`src/design/rds_pkg.sv`:
```
// Shared constants, payload types and controller/datapath interface types.
package rds_pkg;

    localparam int MAX_ROW_WIDTH = 1024;
    localparam int AW = $clog2(MAX_ROW_WIDTH);
    localparam int CW = AW + 1;
    localparam int PW = CW + 2;

    localparam int DEPTH_W = 9;
    localparam int BYTE_W  = 8;
    localparam int MU_W    = 8;
    localparam int EYE_W   = 10;
    localparam int RW_W    = 11;
    localparam int IDX_W   = 3;
    localparam int CFG_W   = 11;

    localparam int MD_W    = 17;
    localparam int STEP_W  = 18;
    localparam int NUM_W   = 27;
    localparam int N_W     = 28;
    localparam int REM_W   = 20;
    localparam int SEP_W   = 10;
    localparam int K_W     = 18;
    localparam int Z_W     = 27;
    localparam int DIVC_W  = 5;

    localparam logic [DEPTH_W-1:0] DEPTH_ONE  = 9'd256;
    localparam logic [MD_W-1:0]    HALF_SCALE = 17'd65536;
    localparam logic [STEP_W-1:0]  FULL_SCALE = 18'd131072;
    localparam logic [BYTE_W-1:0]  WHITE      = 8'd255;
    localparam logic [BYTE_W-1:0]  BLACK      = 8'd0;

    localparam logic [IDX_W-1:0] REG_DEPTH_FACTOR = 3'd0;
    localparam logic [IDX_W-1:0] REG_EYE_PIXELS   = 3'd1;
    localparam logic [IDX_W-1:0] REG_HIDE         = 3'd2;
    localparam logic [IDX_W-1:0] REG_TWO_COLOUR   = 3'd3;
    localparam logic [IDX_W-1:0] REG_ROW_WIDTH    = 3'd4;
    localparam logic [IDX_W-1:0] REG_BORDER_DEPTH = 3'd5;

    localparam logic [MU_W-1:0]    RST_DEPTH_FACTOR = 8'd85;
    localparam logic [EYE_W-1:0]   RST_EYE_PIXELS   = 10'd180;
    localparam logic [RW_W-1:0]    RST_ROW_WIDTH    = 11'd1024;
    localparam logic [DEPTH_W-1:0] RST_BORDER_DEPTH = 9'd0;

    localparam logic OP_LOAD = 1'b0;
    localparam logic OP_EMIT = 1'b1;

    typedef struct packed {
        logic               op;
        logic [DEPTH_W-1:0] depth;
        logic [BYTE_W-1:0]  random_byte;
        logic               row_end;
    } rds_in_t;

    typedef struct packed {
        logic [AW-1:0]     pixel_index;
        logic [BYTE_W-1:0] colour;
        logic              row_last;
    } rds_out_t;

    typedef struct packed {
        logic load_wr;
        logic emit_take;
        logic out_load;
        logic init_start;
        logic init_wr;
        logic px_start;
        logic px_md;
        logic px_num;
        logic div_start;
        logic div_step;
        logic pair_calc;
        logic hs_start;
        logic hs_rd;
        logic hs_mul;
        logic hs_cmp;
        logic ch_rd;
        logic ch_ev;
        logic px_next;
        logic col_start;
        logic col_p;
        logic col_cp;
        logic col_dec;
        logic finish;
    } rds_cmd_t;

    typedef struct packed {
        logic x_last;
        logic x_zero;
        logic emit_pending;
        logic out_free;
        logic div_last;
        logic pair_ok;
        logic hs_needed;
        logic hs_vis;
        logic hs_more;
        logic chain_more;
        logic col_same;
    } rds_status_t;

    function automatic logic [DEPTH_W-1:0] sat_depth(input logic [DEPTH_W-1:0] d);
        return (d > DEPTH_ONE) ? DEPTH_ONE : d;
    endfunction

endpackage

```
`src/design/rds_ctrl.sv`:
```
// Sequencer for loading, row linking, colour fixing and emission.
module rds_ctrl (
    input  logic                 aclk,
    input  logic                 aresetn,
    input  logic                 in_accept,
    input  logic                 in_op,
    input  logic                 in_row_end,
    output logic                 s_ready,
    input  rds_pkg::rds_status_t status,
    output rds_pkg::rds_cmd_t    cmd
);
    import rds_pkg::*;

    typedef enum logic [18:0] {
        ST_IDLE     = 19'h00001,
        ST_E_OUT    = 19'h00002,
        ST_INIT     = 19'h00004,
        ST_PX_RD    = 19'h00008,
        ST_PX_MD    = 19'h00010,
        ST_PX_NUM   = 19'h00020,
        ST_DIV_LD   = 19'h00040,
        ST_DIV      = 19'h00080,
        ST_PAIR     = 19'h00100,
        ST_HS_START = 19'h00200,
        ST_HS_RD    = 19'h00400,
        ST_HS_MUL   = 19'h00800,
        ST_HS_CMP   = 19'h01000,
        ST_CH_RD    = 19'h02000,
        ST_CH_EV    = 19'h04000,
        ST_PX_NEXT  = 19'h08000,
        ST_COL_RD   = 19'h10000,
        ST_COL_P    = 19'h20000,
        ST_COL_CP   = 19'h40000
    } state_t;

    state_t state_reg, state_next;

    always_ff @(posedge aclk) begin
        if (!aresetn) begin
            state_reg <= ST_IDLE;
        end else begin
            state_reg <= state_next;
        end
    end

    assign s_ready = (state_reg == ST_IDLE);

    always_comb begin
        cmd        = '0;
        state_next = state_reg;
        case (state_reg)
            ST_IDLE: begin
                if (in_accept) begin
                    if (in_op == OP_LOAD) begin
                        cmd.load_wr = 1'b1;
                        if (in_row_end) begin
                            cmd.init_start = 1'b1;
                            state_next     = ST_INIT;
                        end
                    end else if (status.emit_pending) begin
                        cmd.emit_take = 1'b1;
                        state_next    = ST_E_OUT;
                    end
                end
            end
            ST_E_OUT: begin
                if (status.out_free) begin
                    cmd.out_load = 1'b1;
                    state_next   = ST_IDLE;
                end
            end
            ST_INIT: begin
                cmd.init_wr = 1'b1;
                if (status.x_last) begin
                    cmd.px_start = 1'b1;
                    state_next   = ST_PX_RD;
                end
            end
            ST_PX_RD: begin
                state_next = ST_PX_MD;
            end
            ST_PX_MD: begin
                cmd.px_md  = 1'b1;
                state_next = ST_PX_NUM;
            end
            ST_PX_NUM: begin
                cmd.px_num = 1'b1;
                state_next = ST_DIV_LD;
            end
            ST_DIV_LD: begin
                cmd.div_start = 1'b1;
                state_next    = ST_DIV;
            end
            ST_DIV: begin
                cmd.div_step = 1'b1;
                if (status.div_last) begin
                    state_next = ST_PAIR;
                end
            end
            ST_PAIR: begin
                cmd.pair_calc = 1'b1;
                if (!status.pair_ok) begin
                    state_next = ST_PX_NEXT;
                end else if (status.hs_needed) begin
                    state_next = ST_HS_START;
                end else begin
                    state_next = ST_CH_RD;
                end
            end
            ST_HS_START: begin
                cmd.hs_start = 1'b1;
                state_next   = ST_HS_RD;
            end
            ST_HS_RD: begin
                cmd.hs_rd  = 1'b1;
                state_next = ST_HS_MUL;
            end
            ST_HS_MUL: begin
                cmd.hs_mul = 1'b1;
                state_next = ST_HS_CMP;
            end
            ST_HS_CMP: begin
                cmd.hs_cmp = 1'b1;
                if (!status.hs_vis) begin
                    state_next = ST_PX_NEXT;
                end else if (status.hs_more) begin
                    state_next = ST_HS_RD;
                end else begin
                    state_next = ST_CH_RD;
                end
            end
            ST_CH_RD: begin
                cmd.ch_rd  = 1'b1;
                state_next = ST_CH_EV;
            end
            ST_CH_EV: begin
                cmd.ch_ev = 1'b1;
                if (status.chain_more) begin
                    state_next = ST_CH_RD;
                end else begin
                    state_next = ST_PX_NEXT;
                end
            end
            ST_PX_NEXT: begin
                cmd.px_next = 1'b1;
                if (status.x_last) begin
                    cmd.col_start = 1'b1;
                    state_next    = ST_COL_RD;
                end else begin
                    state_next = ST_PX_RD;
                end
            end
            ST_COL_RD: begin
                state_next = ST_COL_P;
            end
            ST_COL_P: begin
                cmd.col_p = 1'b1;
                if (!status.col_same) begin
                    state_next = ST_COL_CP;
                end else if (status.x_zero) begin
                    cmd.finish = 1'b1;
                    state_next = ST_IDLE;
                end else begin
                    cmd.col_dec = 1'b1;
                    state_next  = ST_COL_RD;
                end
            end
            ST_COL_CP: begin
                cmd.col_cp = 1'b1;
                if (status.x_zero) begin
                    cmd.finish = 1'b1;
                    state_next = ST_IDLE;
                end else begin
                    cmd.col_dec = 1'b1;
                    state_next  = ST_COL_RD;
                end
            end
            default: begin
                state_next = ST_IDLE;
            end
        endcase
    end

endmodule

```
`config.mk`:
```
export PLATFORM = sky130hd
export DESIGN_NAME = rds_ctrl
export DESIGN_NICKNAME = d
export VERILOG_FILES = /design/src/design/rds_pkg.sv /design/src/design/rds_ctrl.sv
export SDC_FILE = /design/constraint.sdc
export NUM_CORES = 1
export LEC_CHECK = 0
export BUFFER_PORTS_ARGS = -buffer_cell sky130_fd_sc_hd__buf_2
export CORE_MARGIN = 2
export CORE_UTILIZATION = 54
export DETAILED_ROUTE_END_ITERATION = 6
export PLACE_DENSITY = 0.84
export SKIP_LAST_GASP = 1
export SLEW_MARGIN = 5
export SYNTH_ARGS = -nofsm -noshare
export SYNTH_HDL_FRONTEND = slang
export SYNTH_SLANG_ARGS = --single-unit
```
`constraint.sdc`:
```
create_clock -name aclk -period 3.6 [get_ports aclk]
set_input_delay 0.72 -clock aclk [delete_from_list [all_inputs] [get_ports aclk]]
set_output_delay 0.72 -clock aclk [all_outputs]
set_load 0.005 [all_outputs]
```
==> results of run 1 <==
logic make-up after synthesis:
kind of cell | synth area share (%)
flops | 29.46
simple gates | 47.97
buf+inv | 4.748
compound gates | 12.89
mux | 0.8720
xor+xnor | 4.070
metrics by stage:
step	util (%)	hold slack [ns]	worst slack, ns	total power, mW
global route	67.73	0.5716	0.2047	0.4828
detailed placement	66.55	0.5493	0.7386	0.3463
finish	67.73	0.5621	0.3871	0.4557
floorplan	-	0.4990	0.8687	0.3092
global placement	66.55	0.5254	0.8047	0.3414
CTS	67.73	0.5662	0.3905	0.4570
cells in the mapped netlist (2+ instances only):
master,count
a21oi_1,5
a32oi_1,3
and2_1,5
and3_1,3
and4_1,3
and4b_1,3
buf_6,2
clkbuf_1,2
dfxtp_1,19
inv_1,7
nand2_1,7
nand2b_1,3
nand3_1,3
nand4_1,3
nand4b_1,2
nor2_1,13
nor2b_1,5
nor3_1,6
nor3b_1,5
nor4_1,6
nor4_2,2
nor4b_1,4
nor4b_2,3
o21ai_0,4
or3_1,2
or4_1,4
or4_4,2
xnor2_1,2
xor2_1,4
metal layers:
layer,up-vias,share of wire (%)
met2,45,51
met3,6,6.3
li1,651,-
met5,-,0
met4,0,1.2
met1,628,42
power groups by stage:
stage | clock network (mW) | registers, mW | logic (mW)
floorplan | 0 | 0.221 | 0.0880
global placement | 0 | 0.228 | 0.113
detailed placement | 0 | 0.229 | 0.118
CTS | 0.115 | 0.224 | 0.118
global route | 0.127 | 0.226 | 0.130
finish | 0.112 | 0.224 | 0.119
worst paths after layout:
path / startpoint / endpoint / slack [ns] / cells past startpoint
max: state_reg[5]$_SDFFE_PN0P_ / cmd[19] / 0.39 / 6
min: state_reg[13]$_SDFFE_PN0P_ / state_reg[14]$_SDFFE_PN0P_ / 0.56 / 2
min reg2reg: state_reg[13]$_SDFFE_PN0P_ / state_reg[14]$_SDFFE_PN0P_ / 0.56 / 2
max reg2reg: state_reg[5]$_SDFFE_PN0P_ / state_reg[16]$_SDFFE_PN0P_ / 1.12 / 5
critical path, cell delays in order (launching register included):
cell     delay, ns
dfxtp_1       0.39
or4_4         0.62
nor4_4        0.49
and2_1        0.26
nand2_1       0.09
nor3b_1       0.18
buf_2         0.14
cell type report:
| class | count | area [um^2] | share of cell area, % |
|---|---|---|---|
| Inverter | 7 | 26.28 | 1.737 |
| Timing Repair Buffer | 39 | 195.2 | 12.90 |
| Clock buffer | 4 | 26.28 | 1.737 |
| Sequential cell | 19 | 380.4 | 25.14 |
| Multi-Input combinational cell | 120 | 849.6 | 56.16 |
| Tap cell | 28 | 35.03 | 2.316 |
==> impl_metrics.toml, run 1 <==
[run_status]
outcome = "complete, no violations"

[clocking]
htree_levels = 1
clk_pin_slew_worst_paths_ns = 0.11
hold_buffers = 0
cts_tree = "built"
cts_buffer_depth = 2
cts_buffers = 3
cts_root_buf = "clkbuf_4"
cts_sinks = 19
clock_latency_ns = 0.31
cts_resized = 0
post_cts_buffers = 0

[floorplan]
die-area_mm2 = 0.002798
rows = 17
die_w_um = 52.90
core_area_mm2 = 0.002233
fp.dieH_um = 52.90
ioPinCount = 40
initial_utilization_pct = 57.82

[layout]
drive_gt1_share_pct = 29.10
layout.nets = 206
final_cells = 217
fillers = 214
layout_common_cells = "buf_2 (39), dfxtp_1 (19), nor2_1 (13)"
final_area_mm2 = 0.001513
final_common_cell = "buf_2"
largest_reg_flops = 19
num_antenna_cells = 0
area_delta_synth_final_pct = 17.15

[drt]
post_drt_wl_per_cell_um = 15.46
dr.pass1.iters = 4
drt_iter0_drc = 56
num_vias = 1330
ant_nets = 0
drc = 0
wl_mm = 3.354
via_per_inst = 6.129

[yosys]
synthTopCellsByArea = "dfxtp_1 (29%), nor2_1 (3.8%), nor4b_2 (3.5%), nor3b_1 (2.9%), nor4_1 (2.9%)"
netlist_instances = 151
synth_edf_count = 0
synth_fp_nets = 167
syn-cell-area_mm2 = 0.001291
yosysWarnings = 0
synth_top_area_cell = "dfxtp_1"
yosysTopAreaCellShare_pct = 29.46
synthArstFlopShare_pct = 0
yosysUniqueCellTypes = 48
synthFlopType = "dfxtp_1"
yosysSeqAreaShare_pct = 29.46
synth-seq-cells = 19
synth.avg_cell_area_um2 = 8.551

[power_and_ir_drop]
p_leak_nw = 0.6870
switchingPower_uw = 148.2
p_sw_share_pct = 32.52
clock_power_share_pct = 24.5
seqPwrFrac_pct = 49.2
p_int_uw = 307.5
power_density_mw_per_mm2 = 301.3
worst_ir_drop_vdd_uv = 299.5
power_frac_comb_pct = 26.2

[global_route]
antenna_found_initial = 0
globalRouteTotalUtil_pct = 26.69
grt_util_met1_pct = 33.39
grt_pass1_wl_mm = 5.499
use_met3_pct = 3.390
globalRouteMet2Util_pct = 46.25
grt.busiest_layer = "met2"
grt_max_degree = 12
grt.overflow.total = 0
grt_pass1_vias = 1252

[timing]
fin_tns_setup_ns = 0
worstMarginPinSlew_ns = 0.6335
period_share_pct = 89.25
clock.fmax_mhz = 311.2
slew_viol_final = 0
finClkSkew_ns = 0.007141
slew_headroom_pct = 57.38
hold_viol = 0
grt_setup_unrepaired = "no"
period_needed_ns = 3.213
setup_violations = 0

[critical_path]
crit_path_max_fanout = 9
worstSetupPathType = "reg -> out"
cp.arrival_ns = 2.49
critPathRequiredTime_ns = 2.88
critPathCaptureType = "output port"
setup.worst_path.start_class = "flop"

[run]
drv_cap = 0

[min_path]
hp-class = "reg -> reg"

[placement]
io_buffers = 39
gp_congestion = 0.8705
dp_hpwl_mm = 2.625
place_inst = 213
place_area_mm2 = 0.001486
No activity file was read; power rests on OpenSTA's default activity.
==> run 2, diff against run 1 <==
--- a/config.mk
+++ b/config.mk
@@ -5,7 +5,8 @@
 export SDC_FILE = /design/constraint.sdc
 export NUM_CORES = 1
 export LEC_CHECK = 0
-export BUFFER_PORTS_ARGS = -buffer_cell sky130_fd_sc_hd__buf_2
+export BUFFER_PORTS_ARGS = -buffer_cell sky130_fd_sc_hd__buf_4
+export CORE_ASPECT_RATIO = 1.4
 export CORE_MARGIN = 2
 export CORE_UTILIZATION = 54
 export DETAILED_ROUTE_END_ITERATION = 6
==> impl_metrics.toml, run 2 (synthesis gave the netlist of run 1 again) <==
[layout]
layout_common_cells = "buf_4 (39), dfxtp_1 (19), nor2_1 (13)"
fillers = 207
final_area_mm2 = 0.001604
area_delta_synth_final_pct = 24.22
final_cells = 212
drive_gt1_share_pct = 29.10
final_common_cell = "buf_4"
layout.nets = 206
largest_reg_flops = 19
num_antenna_cells = 0

[placement]
gp_congestion = 0.8300
place_inst = 208
io_buffers = 39
dp_hpwl_mm = 2.743
place_area_mm2 = 0.001578
pre_cts_ws_ns = 0.7386

[run]
drv_cap = 0

[floorplan]
ioPinCount = 40
die_w_um = 45.33
core_area_mm2 = 0.002338
fp.dieH_um = 61.86
die-area_mm2 = 0.002804
initial_utilization_pct = 55.22
rows = 21

[drt]
dr.pass1.iters = 4
ant_nets = 0
met3WireLength_um = 171
drc = 0
routed.top_layer = "met4"
drt_iter0_drc = 51
met1_length_mm = 1.388
num_vias = 1371
post_drt_wl_per_cell_um = 16.72
wl_mm = 3.544
via_per_inst = 6.467
routed-wl-met2_mm = 1.867

[critical_path]
cp_top_family = "simple AND/OR/NAND/NOR gates"
cp.arrival_ns = 2.50
worstSetupPathType = "reg -> out"
crit_path_max_fanout = 9
max_stage_delay_ns = 0.63
critPathRequiredTime_ns = 2.88
critPathCaptureType = "output port"
setup.worst_path.start_class = "flop"
crit_slowest_cell = "or4_4"
critPathBufInv = 1
cp_cell_sequence = "or4_4 > nor4_4 > and2_1 > nand2_1 > nor3b_1 > buf_4"

[power_and_ir_drop]
clock_power_share_pct = 24.2
power_density_mw_per_mm2 = 290.9
seqPwrFrac_pct = 48.1
p_int_uw = 315.5
p_sw_share_pct = 32.39
switchingPower_uw = 151.1
power_frac_comb_pct = 27.7
p_leak_nw = 0.6988
worst_ir_drop_vdd_uv = 192.6

[min_path]
hp-class = "reg -> reg"

[clocking]
cts_resized = 0
hold_buffers = 0
post_cts_buffers = 0
clk_pin_slew_worst_paths_ns = 0.12
cts_sinks = 19
clock_latency_ns = 0.30
cts_root_buf = "clkbuf_4"
cts_buffers = 3
cts_buffer_depth = 2
cts_tree = "built"
htree_levels = 1

[timing]
slew_viol_final = 0
fin_tns_setup_ns = 0
hold_viol = 0
whs_ns = 0.5634
worstMarginPinSlew_ns = 0.5747
period_needed_ns = 3.219
setup_violations = 0
finClkSkew_ns = 0.004656
grt_setup_unrepaired = "no"
clock.fmax_mhz = 310.7
period_share_pct = 89.41
setup_slack_ns = 0.3812
slew_headroom_pct = 61.33

[global_route]
grt.overflow.total = 0
globalRouteTotalUtil_pct = 26.56
grt_pass1_vias = 1278
antenna_found_initial = 0
grt_max_degree = 12
grt_pass1_wl_mm = 5.416

[run_status]
outcome = "complete, no violations"
==> run 2: final timing paths <==
kind                                                 start                    endpoint  slack (ns)  depth (start not counted)
worst min-delay path            state_reg[13]$_SDFFE_PN0P_  state_reg[14]$_SDFFE_PN0P_        0.56                          2
worst max-delay path             state_reg[5]$_SDFFE_PN0P_                     cmd[19]        0.38                          6
worst min register to register  state_reg[13]$_SDFFE_PN0P_  state_reg[14]$_SDFFE_PN0P_        0.56                          2
worst max register to register  state_reg[11]$_SDFFE_PN0P_   state_reg[0]$_SDFFE_PN1P_        0.99                          5
==> run 2: worst register-to-register path, stage by stage, from the launching register on <==
cell	delay [ns]
dfxtp_1	0.46
or3_1	0.32
nand4b_2	0.29
a2bb2oi_1	0.50
nand3_1	0.51
o31a_1	0.43
==> run 2: stage by stage <==
step | util [%] | power [mW]
after floorplan | - | 0.3092
after detailed placement | 67.47 | 0.3561
final | 68.59 | 0.4666
after global routing | 68.59 | 0.4854
after global placement | 67.47 | 0.3524
after CTS | 68.59 | 0.4635
==> run 2: power groups by stage <==
stage	clock, mW	combinational [mW]	sequential (mW)
after floorplan	0	0.0880	0.221
after global placement	0	0.124	0.228
after detailed placement	0	0.127	0.229
after CTS	0.112	0.128	0.224
after global routing	0.119	0.141	0.225
final	0.113	0.129	0.224
==> run 2: layout make-up <==
class | count | area, um^2 | share of cell area, %
inverters | 7 | 26.28 | 1.638
flip-flops and latches | 19 | 380.4 | 23.71
multi-input cells | 120 | 849.6 | 52.96
repair buffers | 39 | 292.8 | 18.25
clock buffers | 4 | 26.28 | 1.638
well taps | 23 | 28.78 | 1.794
==> run 2: metal layers <==
| layer | track usage [%] | vias up |
|---|---|---|
| met4 | 11.76 | 0 |
| met2 | 51.02 | 56 |
| met5 | 0 | - |
| li1 | - | 653 |
| met3 | 2.601 | 13 |
| met1 | 28.60 | 649 |
==> run 3, diff against run 2 <==
--- a/config.mk
+++ b/config.mk
@@ -10,6 +10,7 @@
 export CORE_MARGIN = 2
 export CORE_UTILIZATION = 54
 export DETAILED_ROUTE_END_ITERATION = 6
+export MAX_ROUTING_LAYER = met4
 export PLACE_DENSITY = 0.84
 export SKIP_LAST_GASP = 1
 export SLEW_MARGIN = 5
==> impl_metrics.toml, run 3 (synthesis gave the netlist of run 1 again) <==
[drt]
wl_mm = 3.548
drt_iter0_drc = 46
via_per_inst = 6.453
ant_nets = 0
num_vias = 1368
dr.pass1.iters = 4
post_drt_wl_per_cell_um = 16.74
drc = 0

[clocking]
post_cts_buffers = 0
hold_buffers = 0
cts_resized = 0
htree_levels = 1
cts_root_buf = "clkbuf_4"
clk_pin_slew_worst_paths_ns = 0.11
cts_buffers = 3
clock_latency_ns = 0.30
cts_tree = "built"
cts_buffer_depth = 2
cts_sinks = 19

[timing]
whs_ns = 0.5608
slew_viol_final = 0
period_needed_ns = 3.223
worstMarginPinSlew_ns = 0.5779
setup_violations = 0
period_share_pct = 89.53
finClkSkew_ns = 0.005732
fin_tns_setup_ns = 0
slew_headroom_pct = 61.12
grt_setup_unrepaired = "no"
hold_viol = 0
clock.fmax_mhz = 310.3

[floorplan]
fp.dieH_um = 61.86
die-area_mm2 = 0.002804
rows = 21
die_w_um = 45.33
initial_utilization_pct = 55.22
ioPinCount = 40
core_area_mm2 = 0.002338

[layout]
largest_reg_flops = 19
fillers = 207
drive_gt1_share_pct = 29.10
layout_common_cells = "buf_4 (39), dfxtp_1 (19), nor2_1 (13)"
final_cells = 212
layout.nets = 206
final_area_mm2 = 0.001604
final_common_cell = "buf_4"
num_antenna_cells = 0
area_delta_synth_final_pct = 24.22

[run]
drv_cap = 0

[global_route]
grt_pass1_vias = 1273
antenna_found_initial = 0
grt_pass1_wl_mm = 5.423
use_met3_pct = 2.312
globalRouteMet2Util_pct = 51.02
grt_max_degree = 12
grt_util_met1_pct = 28.77
grt.overflow.total = 0
globalRouteTotalUtil_pct = 27.37
grt.busiest_layer = "met2"

[run_status]
outcome = "complete, no violations"

[min_path]
holdPathStages = 2
hp-class = "reg -> reg"

[placement]
place_inst = 208
place_area_mm2 = 0.001578
gp_congestion = 0.8427
dp_hpwl_mm = 2.743
io_buffers = 39

[critical_path]
rrSetupSlack_ns = 1.00
reg2regPathDepth = 5
worstSetupPathType = "reg -> out"
crit_path_max_fanout = 9
critPathCaptureType = "output port"
critPathRequiredTime_ns = 2.88
setup.worst_path.start_class = "flop"
cp.arrival_ns = 2.50

[power_and_ir_drop]
p_leak_nw = 0.6988
power_density_mw_per_mm2 = 291.0
worst_ir_drop_vdd_uv = 191.2
power.total_uw = 466.8
-- run 3: cell counts in the layout (fill, tap and decap cells not counted) --
Identical to the previous run, type by type.
-- run 3: worst max-delay path, cell delays in order, from the launching register on --
cell and delay [ns]:
dfxtp_1 0.40, or4_4 0.63, nor4_4 0.50, and2_1 0.26
nand2_1 0.09, nor3b_1 0.19, buf_4 0.14
-- run 3: power breakdown --
part / switching (mW) / internal (mW) / total [mW]
registers: 0.0102 / 0.214 / 0.225
logic: 0.0719 / 0.0579 / 0.130
clock network: 0.0692 / 0.0432 / 0.112
-- run 3: cell type report --
cell class | instances | area, um^2 | share of cell area, %
tap | 23 | 28.78 | 1.794
sequential | 19 | 380.4 | 23.71
multi-input combinational | 120 | 849.6 | 52.96
clock buffer | 4 | 26.28 | 1.638
timing repair buffer | 39 | 292.8 | 18.25
inverter | 7 | 26.28 | 1.638
-- run 3: worst paths after layout --
| kind | startpoint | end |
|---|---|---|
| max | state_reg[5]$_SDFFE_PN0P_ | cmd[19] |
| min | state_reg[13]$_SDFFE_PN0P_ | state_reg[14]$_SDFFE_PN0P_ |
| max reg2reg | state_reg[17]$_SDFFE_PN0P_ | state_reg[0]$_SDFFE_PN1P_ |
| min reg2reg | state_reg[13]$_SDFFE_PN0P_ | state_reg[14]$_SDFFE_PN0P_ |
-- run 3: metal layers --
| layer | wire length (um) | vias up |
|---|---|---|
| met2 | 1921 | 53 |
| met3 | 190 | 11 |
| met5 | 0 | - |
| li1 | - | 657 |
| met1 | 1354 | 647 |
| met4 | 82 | 0 |
-- run 3: per-stage QoR --
step           util, %  setup slack [ns]
2_1_floorplan        -            0.8687
3_3_place_gp     67.47            0.7707
3_5_place_dp     67.47            0.7386
4_1_cts          68.59            0.3946
5_1_grt          68.59            0.2692
6_report         68.59            0.3768
